### config.mk
export PLATFORM = sky130hd
export DESIGN_NAME = json_string_unescape_utf8
export DESIGN_NICKNAME = d
export VERILOG_FILES = /design/src/sv/jsu_pkg.sv /design/src/sv/jsu_front.sv /design/src/sv/jsu_queue.sv /design/src/sv/jsu_back.sv /design/src/sv/json_string_unescape_utf8.sv
export VERILOG_INCLUDE_DIRS = /design/src /design/src/sv
export SDC_FILE = /design/constraint.sdc
export NUM_CORES = 1
export LEC_CHECK = 0
export BUFFER_PORTS_ARGS = -buffer_cell sky130_fd_sc_hd__clkbuf_2
export CORE_MARGIN = 1
export CORE_UTILIZATION = 50
export CTS_CLUSTER_DIAMETER = 30
export CTS_CLUSTER_SIZE = 20
export DETAILED_ROUTE_END_ITERATION = 10
export GPL_TIMING_DRIVEN = 0
export PLACE_DENSITY = 0.69
export SYNTH_ARGS = -nofsm -noshare
export SYNTH_HDL_FRONTEND = slang
export SYNTH_SLANG_ARGS = --single-unit
### constraint.sdc
create_clock -name i_clk -period 5.1 [get_ports i_clk]
set_clock_uncertainty 0.1 [all_clocks]
set_input_delay 0.765 -clock i_clk [delete_from_list [all_inputs] [get_ports i_clk]]
set_output_delay 0.765 -clock i_clk [all_outputs]
set_load 0.01 [all_outputs]
### src/sv/json_string_unescape_utf8_defines.svh
// ============================================================================
// json string unescape assertion macros
// shared concurrent assertion forms, clocked and reset-qualified
// ============================================================================
`ifndef JSON_STRING_UNESCAPE_UTF8_DEFINES_SVH
`define JSON_STRING_UNESCAPE_UTF8_DEFINES_SVH

// same-cycle implication
`define JSU_ASSERT_NOW(label, clk, rst_n, ante, cons, msg) \
    label: assert property (@(posedge clk) disable iff (!rst_n) (ante) |-> (cons)) \
        else $error(msg);

// next-cycle implication
`define JSU_ASSERT_NEXT(label, clk, rst_n, ante, cons, msg) \
    label: assert property (@(posedge clk) disable iff (!rst_n) (ante) |=> (cons)) \
        else $error(msg);

`endif

### src/sv/jsu_pkg.sv
`timescale 1ns / 1ps
// ============================================================================
// jsu_pkg
// beat types, job descriptor and result kind codes of the string unescaper
// ============================================================================
package jsu_pkg;

    localparam logic [1:0] KIND_DATA  = 2'd0;
    localparam logic [1:0] KIND_DONE  = 2'd1;
    localparam logic [1:0] KIND_ERROR = 2'd2;

    localparam int CP_W = 21;

    typedef struct packed {
        logic [7:0] data_byte;
        logic       text_ends;
    } t_in_beat;

    typedef struct packed {
        logic [7:0] out_byte;
        logic [1:0] result_kind;
        logic       last_of_run;
    } t_out_beat;

    typedef enum logic [2:0] {
        JK_NONE  = 3'd0,
        JK_CP    = 3'd1,
        JK_RAW   = 3'd2,
        JK_DONE  = 3'd3,
        JK_ERROR = 3'd4
    } t_job_kind;

    // optional replacement char first, then the main part
    typedef struct packed {
        logic            fffd;
        t_job_kind       kind;
        logic [CP_W-1:0] value;
    } t_job;

endpackage

### src/sv/jsu_front.sv
`timescale 1ns / 1ps
// ============================================================================
// jsu_front
// escape and surrogate state machine; turns each input beat into at most one job
// ============================================================================
`include "json_string_unescape_utf8_defines.svh"

module jsu_front (
    input  logic            i_clk,
    input  logic            i_rst_n,
    input  logic            i_accept,
    input  jsu_pkg::t_in_beat i_in,
    output logic            o_job_valid,
    output jsu_pkg::t_job   o_job
);
    import jsu_pkg::*;

    typedef enum logic [5:0] {
        PH_PLAIN   = 6'b000001,
        PH_ESC     = 6'b000010,
        PH_HEX1    = 6'b000100,
        PH_HIGH    = 6'b001000,
        PH_HIGH_BS = 6'b010000,
        PH_HEX2    = 6'b100000
    } t_phase;

    function automatic logic [4:0] hex_digit(input logic [7:0] c);
        logic [7:0] t;
        t = 8'h00;
        if (c >= 8'h30 && c <= 8'h39) begin
            return {1'b1, c[3:0]};
        end else if (c >= 8'h61 && c <= 8'h66) begin
            t = c - 8'h57;
            return {1'b1, t[3:0]};
        end else if (c >= 8'h41 && c <= 8'h46) begin
            t = c - 8'h37;
            return {1'b1, t[3:0]};
        end
        return 5'd0;
    endfunction

    function automatic logic [8:0] esc_map(input logic [7:0] c);
        logic [8:0] r;
        unique case (c)
            8'h22:   r = {1'b1, 8'h22};
            8'h5C:   r = {1'b1, 8'h5C};
            8'h2F:   r = {1'b1, 8'h2F};
            8'h6E:   r = {1'b1, 8'h0A};
            8'h74:   r = {1'b1, 8'h09};
            8'h72:   r = {1'b1, 8'h0D};
            8'h62:   r = {1'b1, 8'h08};
            8'h66:   r = {1'b1, 8'h0C};
            default: r = 9'd0;
        endcase
        return r;
    endfunction

    t_phase      r_phase, n_phase;
    logic [1:0]  r_cnt,   n_cnt;
    logic [15:0] r_acc,   n_acc;
    logic [9:0]  r_pend,  n_pend;

    logic [7:0]      b;
    logic [4:0]      hx;
    logic [8:0]      esc;
    logic [15:0]     acc_full;
    logic            is_quote, is_bs, is_u, pv, v_high, v_low;
    logic [CP_W-1:0] cp_pair;
    t_job            job;

    assign b        = i_in.data_byte;
    assign hx       = hex_digit(b);
    assign esc      = esc_map(b);
    assign acc_full = {r_acc[11:0], hx[3:0]};
    assign is_quote = (b == 8'h22);
    assign is_bs    = (b == 8'h5C);
    assign is_u     = (b == 8'h75);
    assign pv       = (r_phase == PH_HIGH) || (r_phase == PH_HIGH_BS) || (r_phase == PH_HEX2);
    assign v_high   = (acc_full[15:10] == 6'b110110);
    assign v_low    = (acc_full[15:10] == 6'b110111);
    assign cp_pair  = CP_W'(21'h10000) + {1'b0, r_pend, acc_full[9:0]};

    always_comb begin
        n_phase    = r_phase;
        n_cnt      = r_cnt;
        n_acc      = r_acc;
        n_pend     = r_pend;
        job        = '0;
        job.kind   = JK_NONE;
        if (i_in.text_ends) begin
            job.fffd = pv;
            job.kind = JK_ERROR;
            n_phase  = PH_PLAIN;
            n_cnt    = 2'd0;
        end else begin
            unique case (r_phase)
                PH_ESC: begin
                    if (is_u) begin
                        n_phase = PH_HEX1;
                        n_cnt   = 2'd0;
                        n_acc   = 16'd0;
                    end else if (esc[8]) begin
                        n_phase   = PH_PLAIN;
                        job.kind  = JK_RAW;
                        job.value = CP_W'(esc[7:0]);
                    end else begin
                        n_phase  = PH_PLAIN;
                        n_cnt    = 2'd0;
                        job.kind = JK_ERROR;
                    end
                end
                PH_HEX1, PH_HEX2: begin
                    if (!hx[4]) begin
                        job.fffd = pv;
                        job.kind = JK_ERROR;
                        n_phase  = PH_PLAIN;
                        n_cnt    = 2'd0;
                    end else if (r_cnt != 2'd3) begin
                        n_acc = acc_full;
                        n_cnt = r_cnt + 2'd1;
                    end else if (r_phase == PH_HEX2 && v_low) begin
                        job.kind  = JK_CP;
                        job.value = cp_pair;
                        n_phase   = PH_PLAIN;
                        n_cnt     = 2'd0;
                    end else begin
                        job.fffd = (r_phase == PH_HEX2);
                        n_acc    = 16'd0;
                        n_cnt    = 2'd0;
                        if (v_high) begin
                            n_pend  = acc_full[9:0];
                            n_phase = PH_HIGH;
                        end else begin
                            n_phase   = PH_PLAIN;
                            job.kind  = JK_CP;
                            job.value = v_low ? CP_W'(16'hFFFD) : CP_W'(acc_full);
                        end
                    end
                end
                PH_HIGH: begin
                    if (is_bs) begin
                        n_phase = PH_HIGH_BS;
                    end else begin
                        job.fffd = 1'b1;
                        n_phase  = PH_PLAIN;
                        if (is_quote) begin
                            job.kind = JK_DONE;
                            n_cnt    = 2'd0;
                        end else begin
                            job.kind  = JK_RAW;
                            job.value = CP_W'(b);
                        end
                    end
                end
                PH_HIGH_BS: begin
                    if (is_u) begin
                        n_phase = PH_HEX2;
                        n_cnt   = 2'd0;
                        n_acc   = 16'd0;
                    end else begin
                        job.fffd = 1'b1;
                        n_phase  = PH_PLAIN;
                        if (esc[8]) begin
                            job.kind  = JK_RAW;
                            job.value = CP_W'(esc[7:0]);
                        end else begin
                            job.kind = JK_ERROR;
                            n_cnt    = 2'd0;
                        end
                    end
                end
                default: begin
                    n_phase = PH_PLAIN;
                    if (is_quote) begin
                        job.kind = JK_DONE;
                        n_cnt    = 2'd0;
                    end else if (is_bs) begin
                        n_phase = PH_ESC;
                    end else begin
                        job.kind  = JK_RAW;
                        job.value = CP_W'(b);
                    end
                end
            endcase
        end
    end

    assign o_job       = job;
    assign o_job_valid = job.fffd || (job.kind != JK_NONE);

    always_ff @(posedge i_clk) begin
        if (!i_rst_n) begin
            r_phase <= PH_PLAIN;
            r_cnt   <= 2'd0;
        end else if (i_accept) begin
            r_phase <= n_phase;
            r_cnt   <= n_cnt;
        end
    end

    always_ff @(posedge i_clk) begin
        if (i_accept) begin
            r_acc  <= n_acc;
            r_pend <= n_pend;
        end
    end

    `JSU_ASSERT_NEXT(a_end_goes_plain, i_clk, i_rst_n, i_accept && i_in.text_ends, r_phase == PH_PLAIN, "text end did not return to plain text")
    `JSU_ASSERT_NOW(a_error_ends_string, i_clk, i_rst_n, i_accept && job.kind == JK_ERROR, n_phase == PH_PLAIN && n_cnt == 2'd0, "error left escape state behind")

endmodule

### src/sv/jsu_queue.sv
`timescale 1ns / 1ps
// ============================================================================
// jsu_queue
// small job queue between the escape decoder and the byte expander
// ============================================================================
`include "json_string_unescape_utf8_defines.svh"

module jsu_queue #(
    parameter int DEPTH = 4
) (
    input  logic          i_clk,
    input  logic          i_rst_n,
    input  logic          i_push,
    input  jsu_pkg::t_job i_wdata,
    output logic          o_full,
    output logic          o_valid,
    output jsu_pkg::t_job o_rdata,
    input  logic          i_pop
);
    import jsu_pkg::*;

    localparam int AW = (DEPTH > 1) ? $clog2(DEPTH) : 1;
    localparam int CW = $clog2(DEPTH + 1);

    t_job          r_mem [DEPTH];
    logic [AW-1:0] r_wr, r_rd;
    logic [CW-1:0] r_count;
    logic          do_push, do_pop;

    assign o_full  = (r_count == CW'(DEPTH));
    assign o_valid = (r_count != '0);
    assign o_rdata = r_mem[r_rd];
    assign do_push = i_push && !o_full;
    assign do_pop  = i_pop && o_valid;

    always_ff @(posedge i_clk) begin
        if (!i_rst_n) begin
            r_wr    <= '0;
            r_rd    <= '0;
            r_count <= '0;
        end else begin
            if (do_push) begin
                r_wr <= (r_wr == AW'(DEPTH - 1)) ? '0 : r_wr + AW'(1);
            end
            if (do_pop) begin
                r_rd <= (r_rd == AW'(DEPTH - 1)) ? '0 : r_rd + AW'(1);
            end
            if (do_push && !do_pop) begin
                r_count <= r_count + CW'(1);
            end else if (do_pop && !do_push) begin
                r_count <= r_count - CW'(1);
            end
        end
    end

    always_ff @(posedge i_clk) begin
        if (do_push) begin
            r_mem[r_wr] <= i_wdata;
        end
    end

    `JSU_ASSERT_NOW(a_count_bound, i_clk, i_rst_n, 1'b1, r_count <= CW'(DEPTH), "job queue overflow")

endmodule

### src/sv/jsu_back.sv
`timescale 1ns / 1ps
// ============================================================================
// jsu_back
// expands one job into its utf-8 beats and presents them one per cycle while i_pop is high
// ============================================================================
`include "json_string_unescape_utf8_defines.svh"

module jsu_back (
    input  logic                i_clk,
    input  logic                i_rst_n,
    input  logic                i_job_valid,
    input  jsu_pkg::t_job       i_job,
    output logic                o_job_pop,
    output logic                o_empty,
    output jsu_pkg::t_out_beat  o_beat,
    input  logic                i_pop
);
    import jsu_pkg::*;

    localparam int NB = 6;

    logic [7:0] r_bytes [NB];
    logic [1:0] r_kinds [NB];
    logic [2:0] r_cnt, r_idx;
    logic       r_valid;

    logic [7:0] m_byte [4];
    logic [1:0] m_kind;
    logic [2:0] m_len;
    logic [7:0] e_byte [NB];
    logic [1:0] e_kind [NB];
    logic [2:0] e_len;
    logic [CP_W-1:0] cp;
    logic       last, load;

    assign cp = i_job.value;

    always_comb begin
        for (int i = 0; i < 4; i++) begin
            m_byte[i] = 8'h00;
        end
        m_kind = KIND_DATA;
        m_len  = 3'd0;
        case (i_job.kind)
            JK_CP: begin
                if (cp < CP_W'(21'h80)) begin
                    m_byte[0] = cp[7:0];
                    m_len     = 3'd1;
                end else if (cp < CP_W'(21'h800)) begin
                    m_byte[0] = 8'hC0 | {3'b000, cp[10:6]};
                    m_byte[1] = 8'h80 | {2'b00, cp[5:0]};
                    m_len     = 3'd2;
                end else if (cp < CP_W'(21'h10000)) begin
                    m_byte[0] = 8'hE0 | {4'h0, cp[15:12]};
                    m_byte[1] = 8'h80 | {2'b00, cp[11:6]};
                    m_byte[2] = 8'h80 | {2'b00, cp[5:0]};
                    m_len     = 3'd3;
                end else begin
                    m_byte[0] = 8'hF0 | {5'b00000, cp[20:18]};
                    m_byte[1] = 8'h80 | {2'b00, cp[17:12]};
                    m_byte[2] = 8'h80 | {2'b00, cp[11:6]};
                    m_byte[3] = 8'h80 | {2'b00, cp[5:0]};
                    m_len     = 3'd4;
                end
            end
            JK_RAW: begin
                m_byte[0] = cp[7:0];
                m_len     = 3'd1;
            end
            JK_DONE: begin
                m_kind = KIND_DONE;
                m_len  = 3'd1;
            end
            JK_ERROR: begin
                m_kind = KIND_ERROR;
                m_len  = 3'd1;
            end
            default: begin
                m_len = 3'd0;
            end
        endcase

        for (int i = 0; i < NB; i++) begin
            e_byte[i] = 8'h00;
            e_kind[i] = KIND_DATA;
        end
        if (i_job.fffd) begin
            // replacement char U+FFFD, then at most three main bytes
            e_byte[0] = 8'hEF;
            e_byte[1] = 8'hBF;
            e_byte[2] = 8'hBD;
            e_byte[3] = m_byte[0];
            e_byte[4] = m_byte[1];
            e_byte[5] = m_byte[2];
            e_kind[3] = m_kind;
            e_len     = m_len + 3'd3;
        end else begin
            for (int i = 0; i < 4; i++) begin
                e_byte[i] = m_byte[i];
            end
            e_kind[0] = m_kind;
            e_len     = m_len;
        end
    end

    assign last      = (r_idx == r_cnt - 3'd1);
    assign load      = i_job_valid && (!r_valid || (i_pop && last));
    assign o_job_pop = load;
    assign o_empty   = !r_valid;

    assign o_beat.out_byte    = r_bytes[r_idx];
    assign o_beat.result_kind = r_kinds[r_idx];
    assign o_beat.last_of_run = last;

    always_ff @(posedge i_clk) begin
        if (!i_rst_n) begin
            r_valid <= 1'b0;
            r_cnt   <= 3'd0;
            r_idx   <= 3'd0;
        end else if (load) begin
            r_valid <= 1'b1;
            r_cnt   <= e_len;
            r_idx   <= 3'd0;
        end else if (r_valid && i_pop) begin
            if (last) begin
                r_valid <= 1'b0;
            end else begin
                r_idx <= r_idx + 3'd1;
            end
        end
    end

    always_ff @(posedge i_clk) begin
        if (load) begin
            for (int i = 0; i < NB; i++) begin
                r_bytes[i] <= e_byte[i];
                r_kinds[i] <= e_kind[i];
            end
        end
    end

    `JSU_ASSERT_NOW(a_idx_in_run, i_clk, i_rst_n, r_valid, r_idx < r_cnt, "beat index past end of run")
    `JSU_ASSERT_NOW(a_marker_is_last, i_clk, i_rst_n, r_valid && r_kinds[r_idx] != KIND_DATA, last, "done or error beat is not last of run")

endmodule

### src/sv/json_string_unescape_utf8.sv
`timescale 1ns / 1ps
// ============================================================================
// json_string_unescape_utf8
// json string body unescaper with utf-8 output
// ============================================================================
// usage:
//   input queue: drive i_in_beat and raise push; a beat is taken on a clock
//   edge with push high and full low. one beat is one raw byte of the string
//   body starting after the opening quote, or a text end marker.
//   result queue: while empty is low, o_out_beat holds the oldest result; it
//   is taken on an edge with pop high. each input beat yields 0 to 6 results,
//   the last of them flagged by last_of_run.
//   path: a taken beat is written to the job queue and from there loaded
//   into the byte expander's registers, which present its results.
//   throughput: one input beat per cycle while each yields at most one
//   result and pop stays high; results leave at one per cycle while pop is
//   high, set by the byte expander, and beats that expand to several
//   results fill the job queue (QUEUE_DEPTH jobs) until full rises.
//   reset: synchronous, active low; the decoder returns to plain text and
//   both queues are emptied.
//   a stalled receiver holds the current result; input keeps flowing until
//   the job queue fills.
// ============================================================================

module json_string_unescape_utf8 #(
    parameter int QUEUE_DEPTH = 4
) (
    input  logic               i_clk,
    input  logic               i_rst_n,
    input  logic               push,
    output logic               full,
    input  jsu_pkg::t_in_beat  i_in_beat,
    output logic               empty,
    input  logic               pop,
    output jsu_pkg::t_out_beat o_out_beat
);
    import jsu_pkg::*;

    logic accept;
    logic f_job_valid;
    t_job f_job;
    logic q_full, q_valid, q_pop;
    t_job q_job;

    assign full   = q_full;
    assign accept = push && !q_full;

    jsu_front u_front (
        .i_clk       (i_clk),
        .i_rst_n     (i_rst_n),
        .i_accept    (accept),
        .i_in        (i_in_beat),
        .o_job_valid (f_job_valid),
        .o_job       (f_job)
    );

    jsu_queue #(
        .DEPTH (QUEUE_DEPTH)
    ) u_queue (
        .i_clk   (i_clk),
        .i_rst_n (i_rst_n),
        .i_push  (accept && f_job_valid),
        .i_wdata (f_job),
        .o_full  (q_full),
        .o_valid (q_valid),
        .o_rdata (q_job),
        .i_pop   (q_pop)
    );

    jsu_back u_back (
        .i_clk       (i_clk),
        .i_rst_n     (i_rst_n),
        .i_job_valid (q_valid),
        .i_job       (q_job),
        .o_job_pop   (q_pop),
        .o_empty     (empty),
        .o_beat      (o_out_beat),
        .i_pop       (pop)
    );

endmodule
# Word-level counts from Yosys, hierarchy flattened
# Memory sizes are Yosys's and may differ from the RTL's. A register that Yosys moved wholly into a read port is not among the register bits.
# Index checks and enable logic that the tools add are counted.
# word_totals
mem_bits_rw	160
n_memories	3
wordCells	194
inputBits	13
out_inout_bits	13
register_bits	44
# classes
muxes	88
n_eq_ne	31
addsub	11
n_lt_le_gt_ge	9
reduce_logical	37
n_bitwise	5
# mem_list
memory	depth	word_bits	rd	rd_clocked_by_memory_dff	wr	line_no	text
u_queue.r_mem	4	25	1	1	1	jsu_queue.sv:25	t_job r_mem [DEPTH];
u_back.r_bytes	6	8	1	1	6	jsu_back.sv:22	logic [7:0] r_bytes [NB];
u_back.r_kinds	6	2	1	1	6	jsu_back.sv:23	logic [1:0] r_kinds [NB];
# op_table
cell	n
2-to-1 mux 24 bit	4
one-hot mux 24 bit (4 select lines)	1
2-to-1 mux 21 bit	4
2-to-1 mux 25 bit	3
one-hot mux 9 bit (8 select lines)	1
2-to-1 mux 16 bit	4
== test 8 x 7 -> 1 bit, second input constant	7
2-to-1 mux 12 bit	4
2-to-1 mux 3 bit	13
2-to-1 mux 6 bit	6
2-to-1 mux 32 bit	1
2-to-1 mux 8 bit	4
2-to-1 mux 2 bit	14
2-to-1 mux 5 bit	5
one-hot mux 12 bit (2 select lines)	1
one-hot mux 6 bit (4 select lines)	1
2-to-1 mux 23 bit	1
2-to-1 mux 22 bit	1
adder 17 x 20 -> 21 bit, first input constant	1
< comparator 21 x 12 -> 1 bit, second input constant	1
< comparator 21 x 17 -> 1 bit, second input constant	1
< comparator 21 x 8 -> 1 bit, second input constant	1
== test 6 bit, second input constant	3
== test 8 x 6 -> 1 bit, second input constant	2
42 further kinds	97

# Longest topological paths before layout
# Gate-level depths: netlist (run 1).
# logic_depth
ltp_word	21
mapped_depth	15
mapped_depth_nobuf	14

# Cells and area by module
# Synthesis (run 1) repeated with hierarchy kept, for this count alone.
# hier_totals
cells_unflattened	747
hier_area_um2	9745.6
# by_module_without_submodules
mod	area_each_um2	cells_each	n_inst	seq_area_each_um2
jsu_queue	4132.7	182	1	3183.1
jsu_back	3260.6	291	1	1641.6
jsu_front	2337.2	272	1	820.8
json_string_unescape_utf8	15.0	2	1	0.0

# Worst setup path after synthesis (run 1)
# OpenSTA, ideal clock, no wires.
# synth_timing
path_type	reg2reg
startpoint	register u_back.r_cnt[0]
endpoint	register u_queue.r_count[2]
synth_period_minus_slack_ns	4.867
setup_time_ns	0.071
path_stages_with_launch	14
required_ns	4.929
slack_ns	0.233
n_path_buf	0
t_arrival_ns	4.696
cell_sequence	dfxtp_1 > inv_1 > ha_1 > xnor2_1 > nor3_1 > a21oi_1 > nor2_1 > inv_1 > ha_1 > inv_1 > fa_1 > xor2_1 > or3_1 > a21oi_1
# synth_between
elab_chain_len	9
elab_cells_between_ends	11
cone_classes	add/sub: 1; eq/ne: 1; mux: 1; reduce/logical: 8
# synth_rtl
element	line_no	text
from (decl)	jsu_back.sv:24	logic [2:0] r_cnt, r_idx;
from (signal assigned)	jsu_back.sv:122	r_cnt <= e_len;
subtractor 3 x 1 -> 3 bit (*)	jsu_back.sv:106	assign last = (r_idx == r_cnt - 3'd1);
== test 3 bit (*)	jsu_back.sv:106	
net u_back.last	jsu_back.sv:34	logic last, load;
logical AND 1 bit (*)	jsu_back.sv:107	assign load = i_job_valid && (!r_valid || (i_pop && last));
logical OR 1 bit (*)	jsu_back.sv:107	
logical AND 1 bit (*)	jsu_back.sv:107	
net q_pop	json_string_unescape_utf8.sv:42	logic q_full, q_valid, q_pop;
logical AND 1 bit (*)	jsu_queue.sv:34	assign do_pop = i_pop && o_valid;
logical NOT 1 bit	jsu_queue.sv:48	if (do_push && !do_pop) begin
logical AND 1 bit	jsu_queue.sv:48	
2-to-1 mux 3 bit or nonzero test 2 bit (tied branches)	--	
to (signal assigned)	jsu_queue.sv:49	r_count <= r_count + CW'(1);
to (signal assigned)	jsu_queue.sv:51	r_count <= r_count - CW'(1);
to (decl)	jsu_queue.sv:27	logic [CW-1:0] r_count;
# Mark *: on every way through the listed nets, which the timed path passes. The rest lies on a longest branch.
# A chain may end at the register's enable or synchronous reset.

==> results of run 1 <==
-- path summary, 6_finish.rpt --
check,endpoint,slack [ns],depth (start not counted)
max,u_queue.r_mem[1][7]$_DFFE_PP_,0.44,11
min,u_front.r_pend[9]$_DFFE_PP_,0.37,0
max reg2reg,u_queue.r_mem[1][7]$_DFFE_PP_,0.91,8
min reg2reg,u_front.r_pend[9]$_DFFE_PP_,0.37,0
-- routing by layer --
metal,up-vias,GRT usage [%],routed length [um]
met5,-,0,0
met4,0,9.37,557
met3,42,4.16,914
met2,182,38.1,10100
met1,3041,26.9,8470
li1,2919,-,-
-- cells in the mapped netlist, types with 6 or more instances --
master,count
a21oi_1,44
a22oi_1,6
a31oi_1,9
and2_1,16
buf_2,7
clkbuf_1,22
dfxtp_1,27
edfxtp_1,170
ha_1,16
inv_1,22
mux2i_1,18
mux4_2,31
nand2_1,58
nand3_1,23
nor2_1,89
nor2b_1,9
nor3_1,10
nor4_1,9
o21a_1,6
o21ai_0,34
xnor2_1,14
-- registers in the layout (all words and copies together) (netlist names), named ones only --
signal and cells:
u_back.r_valid 1, u_queue.r_rd 2, u_back.r_kinds 4, u_front.r_pend 10
u_back.r_cnt 3, u_queue.r_wr 2, u_queue.r_count 3, u_queue.r_mem 100
u_front.r_cnt 2, u_front.r_phase 6, u_back.r_bytes 44, u_front.r_acc 12
u_back.r_idx 3
-- cell type report --
| type | instances | area share (%) |
|---|---|---|
| buffer | 38 | 1.86 |
| clock buffer | 17 | 4.04 |
| clock inverter | 14 | 1.80 |
| inverter | 23 | 0.819 |
| multi-input combinational | 492 | 33.8 |
| sequential | 197 | 53.6 |
| tap | 229 | 2.72 |
| timing repair buffer | 26 | 1.42 |
-- critical path, stage by stage --
cell and delay (ns):
clkbuf_2 0.18, inv_1 0.18, ha_1 0.19, o21bai_1 0.11
a2111oi_4 0.72, nor2_2 0.12, buf_6 0.17, or2_2 0.31
a21oi_2 0.43, o21a_1 0.34, and2_1 1.06
-- stage by stage --
stage	hold WS, ns	worst slack, ns
detailed placement	0.356	-0.0138
finish	0.374	0.442
CTS	0.368	0.451
floorplan	0.335	0.233
global placement	0.360	-0.668
global route	0.377	0.208
-- cell families (layout without fill, tap and decap cells) --
kind of cell,count (synthesis),after routing,share of synthesized area (%)
xor+xnor,19,19,1.76
flops,197,197,59.6
buf+inv,61,118,2.99
simple gates,266,266,14.2
fa+ha+maj,17,17,2.33
mux,50,50,9.40
compound gates,140,140,9.67
-- power breakdown --
group | switching, W | internal (W)
clock | 0.000605 | 0.000783
combinational | 0.000989 | 0.000634
sequential | 0.0000939 | 0.00216
==> flow_summary.ini, run 1 <==
[outcome]
outcome = finished, final reports clean

[route]
ant_nets = 0
drt_iter0_drc = 438
wl_per_cell_um = 19.4
viasPerCell = 5.97
num_vias = 6184
route.final.wire_length_um = 20100
drc = 0
drt_pass1_iterations = 6

[critical_path]
worst-setup-path-type = primary input to register
startpoint_type = primary input
critPathArrivalTime_ns = 4.61
worstSetupEndpointType = register
crit_fanout = 25
crit_path_start = i_in_beat[1]
reg2reg_from = u_front.r_phase[1]$_SDFFE_PN0P_
cp_data_required_time_ns = 5.05

[clocking]
cts_buffers = 17
cts_tree = done
cts-root-buf = clkbuf_16
postCtsHoldBufs = 0
cts.clk_slew.worst_paths_ns = 0.07
h-tree-depth = 4
cts_max_path_buffers = 2
cts_sinks = 197
post_cts_buffers = 0
ctsResizeCount = 0
clk_latency_ns = 0.45

[cells_and_area]
fin_util_pct = 57.7
fin_nets = 825
syn_to_final_growth_pct = 11.3
multi_input_area_mm2 = 0.00356
seqCellArea_mm2 = 0.00565
stdcell_count = 1036
mostFrequentLayoutCell = edfxtp_1
diodes = 0
stdcell_area_mm2 = 0.0105
layout-drive-gt1-share_pct = 16.4
final_cell_mix = edfxtp_1 (170), nor2_1 (88), nand2_1 (58), a21oi_1 (44), o21ai_0 (34)
fill_cells = 1459

[place]
io_buffers = 23
place_area_mm2 = 0.00992
gp_congestion = 0.966
dp_hpwl_um = 14700
numPlacedInstances = 1005

[grt]
gr-usage-all-layers_pct = 22.0
antenna_found_initial = 0
grt_first_pass_wirelength_um = 32600
grt_pass1_vias = 6120
grt_max_degree = 40
gr-total-overflow = 0

[power_and_ir_drop]
peakVddDrop_v = 0.000294
power.density_mw_per_mm2 = 499
power_w = 0.00526
cellLeakagePower_nw = 3.62

[logic_synthesis]
synth-seq-cells = 197
synth_area_leaders = edfxtp_1 (54%), mux4_2 (7.4%), dfxtp_1 (5.7%)
yosysTopAreaCell = edfxtp_1
synth_edf_count = 170
synth_area_per_cell_um2 = 12.6
syn-cell-area_mm2 = 0.00947
syn_inst = 750
synthFlopType = edfxtp_1
syn-num-nets = 780
async_flop_share_pct = 0
yosys_warnings = 0
yosysSeqAreaShare_pct = 59.6
yosysTopAreaCellShare_pct = 53.9
netlist-cell-type-count = 72

[die]
die_area_mm2 = 0.0195
initial_utilization_pct = 51.8
core-area_mm2 = 0.0183
die_y_um = 140
design.portCount = 26
rows = 49
dieWidth_um = 140

[worst_hold_path]
hold_start = u_front.r_acc[5]$_SDFFCE_PP0P_
holdCritPathClass = register to register

[sta]
finalCriticalPeriod_ns = 4.66
report.final.slew_viol_count = 0
finalCritPeriodShare_pct = 91.3
fin_setup_tns_ns = 0
setup_violations = 0
timing.fmax_mhz = 215
hold_viol = 0
rsz0062_at_grt = false
tightest_slew_ns = 1.34
maxSlewHeadroom_pct = 10.5

[flow_run]
cap_violations = 0
Power figures use the tool's default switching activity.
==> run 2: changes to the inputs <==
CORE_MARGIN = 2   (was 1)
==> flow_summary.ini, run 2 (synthesized netlist as in run 1, its figures left out) <==
[sta]
report.final.slew_viol_count = 0
setup_violations = 0
holdWs_ns = 0.385
finalCritPeriodShare_pct = 90.1
fin_setup_tns_ns = 0
tightest_slew_ns = 1.32
rsz0062_at_grt = false
hold_viol = 0
worst_slack_ns = 0.505
timing.fmax_mhz = 218
finalCriticalPeriod_ns = 4.60
maxSlewHeadroom_pct = 11.9

[clocking]
cts_sinks = 197
cts-root-buf = clkbuf_16
cts_max_path_buffers = 2
postCtsHoldBufs = 0
h-tree-depth = 4
clk_latency_ns = 0.43
cts_tree = done
cts_buffers = 17
cts.clk_slew.worst_paths_ns = 0.07
ctsResizeCount = 0
post_cts_buffers = 0

[route]
drt_pass1_iterations = 6
route.final.wire_length_um = 20400
drt_iter0_drc = 566
drc = 0
viasPerCell = 5.95
wl_per_cell_um = 19.5
ant_nets = 0
num_vias = 6206

[cells_and_area]
largest-register = u_queue.r_mem
fin_nets = 826
largest_reg_flops = 100
final_cell_mix = edfxtp_1 (170), nor2_1 (88), nand2_1 (58), a21oi_1 (44), o21ai_0 (34)
fill_cells = 1510
mostFrequentLayoutCell = edfxtp_1
diodes = 0
syn_to_final_growth_pct = 12.2
top_regs = u_queue.r_mem: 100 flops, u_back.r_bytes: 44 flops, u_front.r_acc: 12 flops
layout-drive-gt1-share_pct = 16.4
stdcell_count = 1043

[power_and_ir_drop]
power.density_mw_per_mm2 = 504
p_switching_w = 0.00171
cellLeakagePower_nw = 3.66
peakVddDrop_v = 0.000242
power_frac_comb_pct = 30.5
power_frac_clock_pct = 27.5
p_seq_share_pct = 42.1
power_w = 0.00536
p_int_w = 0.00364
netSwitchingFraction_pct = 32.0

[critical_path]
reg2reg_depth = 8
worstSetupEndpointType = register
critPathArrivalTime_ns = 4.54
reg2reg_slack_ns = 0.87
reg2reg_from = u_front.r_phase[5]$_SDFFE_PN0P_
cp_data_required_time_ns = 5.05
startpoint_type = primary input
rr_endpoint = u_queue.r_mem[0][4]$_DFFE_PP_
worst-setup-path-type = primary input to register
crit_fanout = 25

[worst_hold_path]
holdCritPathClass = register to register
hold_start = u_front.r_acc[4]$_SDFFCE_PP0P_
hold_path_end = u_front.r_pend[8]$_DFFE_PP_
whs_path_depth = 0

[grt]
grt_pass1_vias = 6295
grt_max_degree = 40
antenna_found_initial = 0
gr-total-overflow = 0
grt_first_pass_wirelength_um = 32800
gr-usage-all-layers_pct = 21.3

[die]
die_area_mm2 = 0.0201
design.portCount = 26
die_y_um = 142
core-area_mm2 = 0.0186
dieWidth_um = 142
initial_utilization_pct = 50.8
rows = 50

[flow_run]
cap_violations = 0

[place]
numPlacedInstances = 1010
io_buffers = 23
gp_congestion = 0.945
dp_hpwl_um = 14900
place_ws_ns = -0.0110

[outcome]
outcome = finished, final reports clean
[run 2: cell type report]
type                    count  area (um2)  share of cell area [%]
repair buffers             27         178                    1.67
inverters                  23        86.3                   0.813
flip-flops and latches    197        5650                    53.2
plain buffers              38         196                    1.85
multi-input cells         492        3560                    33.5
well taps                 234         293                    2.76
clock buffers              17         425                    4.01
clock inverters            15         235                    2.22
[run 2: power groups by stage]
stage	Sequential, W	Combinational [W]	Clock [W]
3_5_place_dp	0.00229	0.00163	0
6_report	0.00225	0.00163	0.00147
3_3_place_gp	0.00229	0.00156	0
5_1_grt	0.00228	0.00180	0.00156
4_1_cts	0.00226	0.00164	0.00149
2_1_floorplan	0.00226	0.00118	0
[run 2: worst max-delay path, cell delays in order]
cell	delay (ns)
clkbuf_2	0.18
inv_1	0.18
ha_1	0.19
o21bai_1	0.12
a2111oi_4	0.72
nor2_2	0.11
buf_6	0.17
or2_2	0.31
a21oi_2	0.40
o21a_1	0.32
and2_1	1.04
[run 2: routing by layer]
| metal | wire length (um) | vias up | track usage, % | part of all wire (%) |
|---|---|---|---|---|
| li1 | - | 2933 | - | - |
| met1 | 8620 | 3061 | 26.7 | 42 |
| met2 | 10500 | 178 | 37.8 | 52 |
| met3 | 807 | 34 | 3.98 | 4.0 |
| met4 | 426 | 0 | 6.68 | 2.1 |
| met5 | 0 | - | 0 | 0 |
[run 2: through the flow]
step	util [%]	cell area, um2
5_1_grt	57.0	10600
3_5_place_dp	53.3	9930
6_report	57.0	10600
2_1_floorplan	-	9470
3_3_place_gp	53.0	9880
4_1_cts	56.8	10600
[run 2: worst max path at each step]
| stage | cells after the start | slack, ns | start | endpoint |
|---|---|---|---|---|
| 6_report | 11 | 0.50 | i_in_beat[1] | u_queue.r_mem[0][4]$_DFFE_PP_ |
| 5_1_grt | 11 | 0.20 | i_in_beat[1] | u_queue.r_mem[2][1]$_DFFE_PP_ |
| 4_1_cts | 11 | 0.45 | i_in_beat[1] | u_queue.r_mem[3][3]$_DFFE_PP_ |
| 3_5_place_dp | 11 | -0.01 | i_in_beat[1] | u_queue.r_mem[3][4]$_DFFE_PP_ |
| 3_3_place_gp | 13 | -0.79 | u_back.r_cnt[0]$_SDFFE_PN0P_ | u_queue.r_count[2]$_SDFFE_PN0P_ |
| 2_1_floorplan | 13 | 0.23 | u_back.r_cnt[0]$_SDFFE_PN0P_ | u_queue.r_count[2]$_SDFFE_PN0P_ |
